==> src/hdl/two_level_feedback_scheduler_core_defines.svh <==
// ----------------------------------------------------------------------------
// Two-level feedback scheduler assertion macros
// Shared property forms used by the scheduler core.
// ----------------------------------------------------------------------------
`ifndef TWO_LEVEL_FEEDBACK_SCHEDULER_CORE_DEFINES_SVH
`define TWO_LEVEL_FEEDBACK_SCHEDULER_CORE_DEFINES_SVH

// Same-cycle implication, checked outside reset.
`define TFS_ASSERT_SAME(lbl, ante, cons, msg) \
  lbl: assert property (@(posedge clk) disable iff (rst) (ante) |-> (cons)) else $error(msg);

// Next-cycle implication, checked outside reset.
`define TFS_ASSERT_NEXT(lbl, ante, cons, msg) \
  lbl: assert property (@(posedge clk) disable iff (rst) (ante) |=> (cons)) else $error(msg);

`endif

==> src/hdl/tfs_pkg.sv <==
// ----------------------------------------------------------------------------
// Two-level feedback scheduler package
// Transfer types, operation codes and the per-task record layout.
// ----------------------------------------------------------------------------
`timescale 1ns / 1ps

package tfs_pkg;

  localparam logic [1:0] OP_ENQ  = 2'd0;
  localparam logic [1:0] OP_DEQ  = 2'd1;
  localparam logic [1:0] OP_PICK = 2'd2;
  localparam logic [1:0] OP_TICK = 2'd3;

  localparam logic [1:0] M_NONE = 2'd0;
  localparam logic [1:0] M_Q1   = 2'd1;
  localparam logic [1:0] M_Q2   = 2'd2;

  localparam logic [1:0] LEVEL_ONE_CODE = 2'd1;
  localparam logic [7:0] RESET_SLICE    = 8'd10;

  typedef struct packed {
    logic [1:0] op;
    logic [5:0] task_id;
    logic       new_task;
    logic [1:0] level_in;
    logic       curr_valid;
    logic [5:0] curr_task;
  } in_t;

  typedef struct packed {
    logic       picked_valid;
    logic [5:0] picked_task;
    logic       resched_flag;
    logic [5:0] resched_task;
    logic [6:0] running_count;
    logic       status;
  } out_t;

  typedef struct packed {
    logic       level;
    logic [7:0] slice;
    logic [1:0] member;
  } task_rec_t;

endpackage

==> src/hdl/tfs_ram.sv <==
// ----------------------------------------------------------------------------
// Generic simple dual-port RAM
// One write port and one read port with a registered read.
// ----------------------------------------------------------------------------
`timescale 1ns / 1ps

module tfs_ram #(
  parameter int WIDTH = 8,
  parameter int DEPTH = 64
) (
  input  logic                     clk,
  input  logic                     we,
  input  logic [$clog2(DEPTH)-1:0] waddr,
  input  logic [WIDTH-1:0]         wdata,
  input  logic [$clog2(DEPTH)-1:0] raddr,
  output logic [WIDTH-1:0]         rdata
);

  logic [WIDTH-1:0] mem [DEPTH];

  always_ff @(posedge clk) begin
    if (we) begin
      mem[waddr] <= wdata;
    end
    rdata <= mem[raddr];
  end

endmodule

==> src/hdl/two_level_feedback_scheduler_core.sv <==
// ----------------------------------------------------------------------------
// Two-level feedback scheduler core
// Run queue of two linked FIFO lists over task ids, held in RAMs.
// ----------------------------------------------------------------------------
//   channel   ports                      direction
//   command   start, busy, cmd           in (busy out)
//   result    done, result               out
//   config    cfg_we, cfg_data           in
//
// A command goes from transfer through the read and evaluate states to the done
// strobe; an accepted enqueue or a demoting tick of a queued task also passes
// through the two append states of the sequencer over the task and link RAMs.
// After reset a clearing pass writes every entry of the task RAM;
// busy stays high during it.
// The result is valid for the single cycle in which done is high.
// ----------------------------------------------------------------------------
`timescale 1ns / 1ps
`include "two_level_feedback_scheduler_core_defines.svh"

module two_level_feedback_scheduler_core
  import tfs_pkg::*;
#(
  parameter int MAX_TASKS = 64
) (
  input  logic       clk,
  input  logic       rst,
  input  logic       start,
  output logic       busy,
  input  in_t        cmd,
  output logic       done,
  output out_t       result,
  input  logic       cfg_we,
  input  logic [7:0] cfg_data
);

  localparam int AW = $clog2(MAX_TASKS);
  localparam int RW = $bits(task_rec_t);

  localparam logic [2:0] S_CLEAR = 3'd0;
  localparam logic [2:0] S_IDLE  = 3'd1;
  localparam logic [2:0] S_READ  = 3'd2;
  localparam logic [2:0] S_EVAL  = 3'd3;
  localparam logic [2:0] S_APP1  = 3'd4;
  localparam logic [2:0] S_APP2  = 3'd5;

  logic [2:0]    state, state_next;
  logic [AW-1:0] clr_addr, clr_addr_next;
  in_t           req, req_next;
  logic [7:0]    time_slice;
  logic [AW-1:0] head [2];
  logic [AW-1:0] head_next [2];
  logic [AW-1:0] tail [2];
  logic [AW-1:0] tail_next [2];
  logic [1:0]    qbusy, qbusy_next;
  logic [6:0]    qtotal, qtotal_next;
  logic          app_q, app_q_next;
  logic [AW-1:0] app_tail, app_tail_next;
  logic          app_link, app_link_next;
  logic          chk, chk_next;
  logic          fwd, fwd_next;
  logic          self_lvl, self_lvl_next;
  logic          done_next;
  out_t          result_next;

  logic          tk_we;
  logic [AW-1:0] tk_waddr, tk_raddr;
  task_rec_t     tk_wdata, rec;
  logic [RW-1:0] tk_rdata;
  logic          nx_we, pv_we;
  logic [AW-1:0] nx_waddr, nx_wdata, nx_rdata;
  logic [AW-1:0] pv_waddr, pv_wdata, pv_rdata;

  logic          t_ok, ct_ok, rm, rq, lvl, ct_lvl;
  logic [AW-1:0] t_a, ct_a;
  logic [7:0]    sl;

  assign busy  = (state != S_IDLE);
  assign rec   = task_rec_t'(tk_rdata);
  assign t_ok  = int'(req.task_id) < MAX_TASKS;
  assign ct_ok = int'(req.curr_task) < MAX_TASKS;
  assign t_a   = AW'(req.task_id);
  assign ct_a  = AW'(req.curr_task);

  tfs_ram #(.WIDTH(RW), .DEPTH(MAX_TASKS)) u_task_ram (
    .clk(clk), .we(tk_we), .waddr(tk_waddr), .wdata(tk_wdata),
    .raddr(tk_raddr), .rdata(tk_rdata)
  );

  tfs_ram #(.WIDTH(AW), .DEPTH(MAX_TASKS)) u_next_ram (
    .clk(clk), .we(nx_we), .waddr(nx_waddr), .wdata(nx_wdata),
    .raddr(t_a), .rdata(nx_rdata)
  );

  tfs_ram #(.WIDTH(AW), .DEPTH(MAX_TASKS)) u_prev_ram (
    .clk(clk), .we(pv_we), .waddr(pv_waddr), .wdata(pv_wdata),
    .raddr(t_a), .rdata(pv_rdata)
  );

  always_comb begin
    state_next    = state;
    clr_addr_next = clr_addr;
    req_next      = req;
    head_next     = head;
    tail_next     = tail;
    qbusy_next    = qbusy;
    qtotal_next   = qtotal;
    app_q_next    = app_q;
    app_tail_next = app_tail;
    app_link_next = app_link;
    chk_next      = chk;
    fwd_next      = fwd;
    self_lvl_next = self_lvl;
    done_next     = 1'b0;
    result_next   = result;
    tk_we         = 1'b0;
    tk_waddr      = t_a;
    tk_wdata      = rec;
    tk_raddr      = t_a;
    nx_we         = 1'b0;
    nx_waddr      = t_a;
    nx_wdata      = t_a;
    pv_we         = 1'b0;
    pv_waddr      = t_a;
    pv_wdata      = t_a;
    rm            = 1'b0;
    rq            = (rec.member == M_Q2);
    lvl           = req.new_task ? (req.level_in != LEVEL_ONE_CODE) : rec.level;
    sl            = req.new_task ? time_slice : rec.slice;
    ct_lvl        = fwd ? self_lvl : rec.level;
    case (state)
      S_CLEAR: begin
        tk_we         = 1'b1;
        tk_waddr      = clr_addr;
        tk_wdata      = '{level: 1'b0, slice: RESET_SLICE, member: M_NONE};
        clr_addr_next = clr_addr + AW'(1);
        if (clr_addr == AW'(MAX_TASKS - 1)) begin
          state_next = S_IDLE;
        end
      end
      S_IDLE: begin
        if (start) begin
          req_next   = cmd;
          state_next = S_READ;
        end
      end
      S_READ: begin
        state_next = S_EVAL;
      end
      S_EVAL: begin
        result_next               = '0;
        result_next.running_count = qtotal;
        chk_next                  = 1'b0;
        done_next                 = 1'b1;
        state_next                = S_IDLE;
        case (req.op)
          OP_ENQ: begin
            if (!t_ok || rec.member != M_NONE) begin
              result_next.status = 1'b1;
            end else begin
              tk_we                     = 1'b1;
              tk_wdata                  = '{level: lvl, slice: sl,
                                            member: lvl ? M_Q2 : M_Q1};
              tk_raddr                  = ct_a;
              app_q_next                = lvl;
              chk_next                  = !lvl && req.curr_valid && ct_ok;
              fwd_next                  = (req.curr_task == req.task_id);
              self_lvl_next             = lvl;
              qtotal_next               = qtotal + 7'd1;
              result_next.running_count = qtotal + 7'd1;
              done_next                 = 1'b0;
              state_next                = S_APP1;
            end
          end
          OP_DEQ: begin
            if (!t_ok || rec.member == M_NONE) begin
              result_next.status = 1'b1;
            end else begin
              rm                        = 1'b1;
              tk_we                     = 1'b1;
              tk_wdata                  = '{level: rec.level, slice: rec.slice,
                                            member: M_NONE};
              qtotal_next               = qtotal - 7'd1;
              result_next.running_count = qtotal - 7'd1;
            end
          end
          OP_PICK: begin
            if (qbusy[0]) begin
              result_next.picked_valid = 1'b1;
              result_next.picked_task  = 6'(head[0]);
            end else if (qbusy[1]) begin
              result_next.picked_valid = 1'b1;
              result_next.picked_task  = 6'(head[1]);
            end
          end
          default: begin
            if (!t_ok) begin
              result_next.status = 1'b1;
            end else if (!rec.level) begin
              tk_we = 1'b1;
              if (rec.slice <= 8'd1) begin
                tk_wdata = '{level: 1'b1, slice: time_slice,
                             member: (rec.member != M_NONE) ? M_Q2 : M_NONE};
                result_next.resched_flag = 1'b1;
                result_next.resched_task = req.task_id;
                if (rec.member != M_NONE) begin
                  rm         = 1'b1;
                  app_q_next = 1'b1;
                  done_next  = 1'b0;
                  state_next = S_APP1;
                end
              end else begin
                tk_wdata = '{level: rec.level, slice: rec.slice - 8'd1,
                             member: rec.member};
              end
            end else if (qbusy[0]) begin
              result_next.resched_flag = 1'b1;
              result_next.resched_task = req.task_id;
            end
          end
        endcase
        if (rm) begin
          if (head[rq] == t_a && tail[rq] == t_a) begin
            qbusy_next[rq] = 1'b0;
          end else if (head[rq] == t_a) begin
            head_next[rq] = nx_rdata;
            pv_we         = 1'b1;
            pv_waddr      = nx_rdata;
            pv_wdata      = nx_rdata;
          end else if (tail[rq] == t_a) begin
            tail_next[rq] = pv_rdata;
            nx_we         = 1'b1;
            nx_waddr      = pv_rdata;
            nx_wdata      = pv_rdata;
          end else begin
            nx_we    = 1'b1;
            nx_waddr = pv_rdata;
            nx_wdata = nx_rdata;
            pv_we    = 1'b1;
            pv_waddr = nx_rdata;
            pv_wdata = pv_rdata;
          end
        end
      end
      S_APP1: begin
        pv_we             = 1'b1;
        pv_wdata          = qbusy[app_q] ? tail[app_q] : t_a;
        nx_we             = 1'b1;
        app_link_next     = qbusy[app_q];
        app_tail_next     = tail[app_q];
        if (!qbusy[app_q]) begin
          head_next[app_q] = t_a;
        end
        qbusy_next[app_q] = 1'b1;
        tail_next[app_q]  = t_a;
        if (chk && ct_lvl) begin
          result_next.resched_flag = 1'b1;
          result_next.resched_task = req.curr_task;
        end
        state_next = S_APP2;
      end
      S_APP2: begin
        nx_we      = app_link;
        nx_waddr   = app_tail;
        done_next  = 1'b1;
        state_next = S_IDLE;
      end
      default: begin
        state_next = S_IDLE;
      end
    endcase
  end

  always_ff @(posedge clk) begin
    if (rst) begin
      state      <= S_CLEAR;
      clr_addr   <= '0;
      time_slice <= RESET_SLICE;
      qbusy      <= 2'b00;
      qtotal     <= '0;
      done       <= 1'b0;
      chk        <= 1'b0;
    end else begin
      state    <= state_next;
      clr_addr <= clr_addr_next;
      qbusy    <= qbusy_next;
      qtotal   <= qtotal_next;
      done     <= done_next;
      chk      <= chk_next;
      if (cfg_we) begin
        time_slice <= cfg_data;
      end
    end
    req      <= req_next;
    head     <= head_next;
    tail     <= tail_next;
    app_q    <= app_q_next;
    app_tail <= app_tail_next;
    app_link <= app_link_next;
    fwd      <= fwd_next;
    self_lvl <= self_lvl_next;
    result   <= result_next;
  end

  `TFS_ASSERT_SAME(a_done_idle, done, !busy, "Result strobe while the sequencer is busy.")
  `TFS_ASSERT_NEXT(a_accept_busy, start && !busy, busy && !done, "Transfer did not start work.")
  `TFS_ASSERT_NEXT(a_done_pulse, done, !done, "Result strobe held longer than one cycle.")
  `TFS_ASSERT_SAME(a_pick_found, done && result.picked_valid, qbusy != 2'b00, "Pick reported a task from empty queues.")

endmodule
==> config.mk <==
export PLATFORM = sky130hd
export DESIGN_NAME = two_level_feedback_scheduler_core
export DESIGN_NICKNAME = d
export VERILOG_FILES = /design/src/hdl/tfs_pkg.sv /design/src/hdl/tfs_ram.sv /design/src/hdl/two_level_feedback_scheduler_core.sv
export VERILOG_INCLUDE_DIRS = /design/src /design/src/hdl
export SDC_FILE = /design/constraint.sdc
export NUM_CORES = 2
export LEC_CHECK = 0
export BUFFER_PORTS_ARGS = -buffer_cell sky130_fd_sc_hd__buf_4
export CAP_MARGIN = 20
export CORE_MARGIN = 4
export CORE_UTILIZATION = 40
export CTS_CLUSTER_SIZE = 28
export DETAILED_ROUTE_END_ITERATION = 8
export GPL_TIMING_DRIVEN = 0
export SLEW_MARGIN = 10
export SYNTH_ARGS = -nofsm -noshare
export SYNTH_HDL_FRONTEND = slang
export SYNTH_SLANG_ARGS = --single-unit
export TNS_END_PERCENT = 30
==> constraint.sdc <==
create_clock -name clk -period 6.2 [get_ports clk]
set_clock_uncertainty 0.1 [all_clocks]
set_input_delay 0.62 -clock clk [delete_from_list [all_inputs] [get_ports clk]]
set_output_delay 0.62 -clock clk [all_outputs]
set_load 0.01 [all_outputs]
### Yosys cells after proc, flatten, opt, wreduce, memory -nomap -nowiden

Memories as Yosys holds them, arrays and structs flattened. A register that Yosys moved wholly into a read port is not among the register bits.
Index checks and enable logic that the tools add are counted.

* bitwise gates (word level): 7
* mux-type cells: 128
* eq/ne operators: 26
* add/sub/neg operators: 4
* order comparisons: 9
* reductions and logical operators: 26

Operator list (count)
* $mux 6: 33
* $mux 12: 8
* $mux 7: 9
* $bwmux 12: 4
* $pmux 12 s2: 2
* $mux 1: 35
* $mux 11: 3
* $pmux 11 s3: 1
* $pmux 7 s2: 2
* $pmux 6 s2: 2
* $ne 2x2->1 const B: 11
* $pmux 11 s2: 1
* $eq 6x6->1: 3
* $mux 3: 6
* $pmux 3 s5: 1
* $pmux 1 s2: 7
* $demux 6 s1: 2
* $mux 2: 5
* $reduce_and 5->1: 2
* $le 8x1->1 const B: 1
* $mux 8: 1
* $reduce_bool 2->1: 4
* $sub 8x1->8 const B: 1
* $add 7x1->7 const B: 1
* other kinds (32): 55

* memories kept: 3
* RAM bits: 1472
* output and inout port bits: 24
* input bits: 30
* word-level logic and storage cells: 231
* register bits: 102

Memories
* u_task_ram.mem: depth 64, bits a word 11, rd ports 1, clocked after Yosys merged registers in 1, wr ports 1, line tfs_ram.sv:19 `logic [WIDTH-1:0] mem [DEPTH];`
* u_next_ram.mem: depth 64, bits a word 6, rd ports 1, clocked after Yosys merged registers in 1, wr ports 1, line tfs_ram.sv:19
* u_prev_ram.mem: depth 64, bits a word 6, rd ports 1, clocked after Yosys merged registers in 1, wr ports 1, line tfs_ram.sv:19

### Longest topological paths before layout

* word-level depth: 13
* depth in mapped cells: 14
* gate-level depth less buffers: 11

### Cells and area by module

A second synthesis with hierarchy kept.

* cells, all modules: 3390
* area total of the unflattened synthesis: 64000.1 um^2

By module, submodules not included
* tfs_ram at u_next_ram ...: seq. area each 11651.2 um^2, times used 2, area each 15205.8 um^2, cells each 729
* tfs_ram at u_task_ram: seq. area each 21360.5 um^2, times used 1, area each 27486.4 um^2, cells each 1279
* two_level_feedback_scheduler_core: seq. area each 2782.7 um^2, times used 1, area each 6102.1 um^2, cells each 653

### Worst setup path after synthesis

No wires, ideal clock.

* path type: register to register
* start point: register req[16] (netlist bit)
* end point: memory u_task_ram.mem[0][0] (netlist bit), data pin
* cell stages (with the launch flop): 6
* path slack: 238 ps
* buffers on the path: 3
* period minus slack after synthesis: 5962 ps
* data arrival time: 4956 ps
* cell sequence: edfxtp_1 ha_1 clkbuf_1 clkbuf_1 clkbuf_1 o41ai_1

RTL lines
* from (decl): line two_level_feedback_scheduler_core.sv:48 `in_t req, req_next;`
* from (signal assigned): line two_level_feedback_scheduler_core.sv:293 `req <= req_next;`
* to (decl): line tfs_ram.sv:19

### Final worst setup path

* start point: register req (netlist bit t_a[1])
* end point: memory u_task_ram.mem[39][0] (netlist bit), enable pin

* cells in the longest elaborated chain, start to end: 1

Ends and longest elaborated chain
* $mux 6: line two_level_feedback_scheduler_core.sv:130 `case (state)`

Every way passes these cells.

==> results.toml <==
[cts]
htree_levels = 4
post_cts_buffers = 0
clock_latency_ns = 0.81
clockBufferDepth = 3
cts_tree = "done"
clkTransAtPathRegs_ns = 0.06
cts_buffers = 160
clock-root-buffer = "clkbuf_16"
clkSinkCount = 1597

[final_layout]
layout_common_cells = "edfxtp_1, nand2_1, mux4_2, nor2_1, clkbuf_1"
syn_to_final_growth_pct = 16.1
utilization = 0.470
nNetsFinal = 4320
multi_input_area_sq_mm = 0.0162
drive_gt1_frac = 0.177
final_common_cell = "edfxtp_1"
register_area_sq_mm = 0.0474
stdcell_area_sq_mm = 0.0748
fillCellCount = 13400

[critical_path]
r2r_setup_slack_ns = 0.12
crit_path_top_delay_cell = "edfxtp_1"
crit_chain = "buf_1 -> clkbuf_1 -> buf_1 -> nand2_1 -> o21ai_0 -> nand3_1 -> nor2_1 -> buf_6"
critPathLaunchType = "register"
path_class = "reg2reg"
cpPeakStageDelay_ns = 0.98
crit_arrival_ns = 6.50
end_kind = "register"
crit-reg2reg-capture = "u_task_ram.mem[39][0]"
critPathMaxFanout = 10
crit_start = "t_a[1]"
reg2reg_depth = 8
crit_top_cell = "buf_1"
critPathCapture = "u_task_ram.mem[39][0]"
r2r-start = "t_a[1]"
cp.required_ns = 6.62

[logic_synthesis]
synthCells = 3926
yosysUniqueCellTypes = 79
synth_seq_cells = 1597
synth_top_flop_cell = "edfxtp_1"
yosys_warnings = 0
synthesis.nets = 3967
synthArstFlopShare = 0
avgSynthCellArea_sq_um = 16.4
synth_edf_count = 1546
synth_area_sq_mm = 0.0644
synth_seq_area_share = 0.737

[timing]
fin_ws_ns = 0.119
period_minus_slack_ns = 6.08
slew_violations = 0
tightest_slew_ns = 1.27
rsz0062_at_grt = "no"
setup_viol = 0
fmax_mhz = 164
finalCritPeriodShare = 0.981
slew-limit-headroom = 0.153
hold_viol_final = 0

[job]
max-cap-violations = 0

[power]
power_mw = 21.4
power_density_mw_per_mm2 = 286
p_leak_nw = 24.0
p_sw_frac = 0.201
switching_power_mw = 4.29
clkPwrFrac = 0.447
ir_worst_vdd_mv = 0.317
share_comb_of_total_power = 0.005
p_int_mw = 17.1
seqPwrFrac = 0.548

[placement]
port_buffers = 51
dp_hpwl_um = 133000
preCtsSetupSlack_ns = -0.0192
placed_cell_area_sq_mm = 0.0691
gp_congestion = 0.995

[detailed_routing]
wl_um = 192000
drtIter0Drc = 5519
wire_per_inst_um = 29.3
ant_nets = 0
drc = 0
routed_via_density = 5.86
vias = 38400
drtPass1Iterations = 9

[hold_path]
hold_class = "in2reg"
worstHoldStart = "start"

[floorplan]
pin_count = 54
core_area_sq_mm = 0.159
die_h_um = 409
dieArea_sq_mm = 0.167
die_w_um = 409
core.rowCount = 146
initial_core_util = 0.405

[grt]
gr-usage-all-layers = 0.226
grt_pass1_wl_um = 273000
grt_pass1_vias = 37600
grt_max_degree = 51
grt_overflow = 0
antenna_found_initial = 9

[status]
status = "finished, final reports clean"
-- power by group through the flow --
stage               clock [mW]  combinational (mW)  sequential [mW]
global placement             0              0.0941             11.9
detailed placement           0              0.0999             11.9
floorplan                    0              0.0465             11.9
finish                    9.54               0.117             11.7
CTS                       9.66               0.114             11.7
global route              10.1               0.123             11.7
-- cells by family (layout without fill, tap and decap cells) --
kind of cell / Yosys count / after routing / share of synthesized area
and+or+nand+nor: 1151 / 1151 / 0.0786
DFF: 1597 / 1597 / 0.737
xor gates and xnor gates: 22 / 22 / 0.00299
buffers and inverters: 253 / 734 / 0.0158
AOI/OAI and AO/OA: 472 / 472 / 0.0486
adders and majority gates: 11 / 11 / 0.00214
muxes: 420 / 420 / 0.115
other: 0 / 2 / 0
-- registers in the layout (all words and copies together), names as in the netlist, 6 cells and up --
register,count
clr_addr,6
u_task_ram.rdata,11
qtotal,7
u_next_ram.mem,384
app_tail,6
u_prev_ram.mem,384
result,22
tail,12
req,6
head,12
time_slice,8
u_task_ram.mem,704
u_next_ram.rdata,6
u_prev_ram.rdata,6
t_a,6
ct_a,6
-- worst max-delay path: cells and delay by family (launching register included) --
kind	cells	cell delay (ns)
AOI/OAI and AO/OA	1	0.71
buffers and inverters	4	2.14
DFF	1	0.98
and+or+nand+nor	3	1.83
-- synth_stat cells (all sizes together) (28+ instances only) --
cell,n,share of area
edfxtp,1546,0.72
nand2,551,0.032
nor2,269,0.016
mux4,255,0.089
a21oi,152,0.012
mux2i,150,0.023
nand3,128,0.010
clkbuf,126,0.0073
buf,98,0.0068
o21ai,71,0.0057
o22ai,58,0.0056
dfxtp,51,0.016
nand4,40,0.0039
a31oi,32,0.0032
nor3,29,0.0023
nor4,29,0.0031
inv,28,0.0016
-- worst min path at each step --
| stage | endpoint | slack, ns | depth (start not counted) |
|---|---|---|---|
| after floorplan | qtotal[6] | 0.35 | 2 |
| after global placement | qtotal[6] | 0.36 | 2 |
| after detailed placement | qtotal[6] | 0.38 | 2 |
| after CTS | state[0] | 0.03 | 4 |
| after global routing | state[0] | 0.06 | 4 |
| final | state[0] | 0.09 | 4 |
-- through the flow --
step / hold slack, ns / setup TNS (ns) / instances
after detailed placement: 0.376 / -0.360 / 6217
after global routing: 0.0591 / 0 / 6553
after global placement: 0.361 / -3242.48 / 6123
final: 0.0940 / 0 / 6555
after CTS: 0.0275 / -2.53 / 6533
after floorplan: 0.346 / 0 / 3926
-- what timing repair did --
action,4_1_cts,5_1_grt
hold buffers,26,0
gates resized for setup,0,0
endpoints found under the setup margin,44,11
pin swaps,0,0
hold endpoints to repair,26,0
-- layer usage --
metal  GRT usage  share of wire
met2       0.335           0.44
met3      0.0624           0.11
met5           0       0.000073
met1       0.321           0.41
met4      0.0796          0.038
-- cell type report --
type	count	share of cell area
Sequential cell	1597	0.635
Multi-Input combinational cell	2076	0.216
Clock buffer	207	0.0566
Tap cell	2146	0.0359
Timing Repair Buffer	192	0.0303
Clock inverter	83	0.0127
Buffer	223	0.0121
Inverter	29	0.00146
Antenna cell	2	0.0000669
Power figures use the tool's default switching activity.
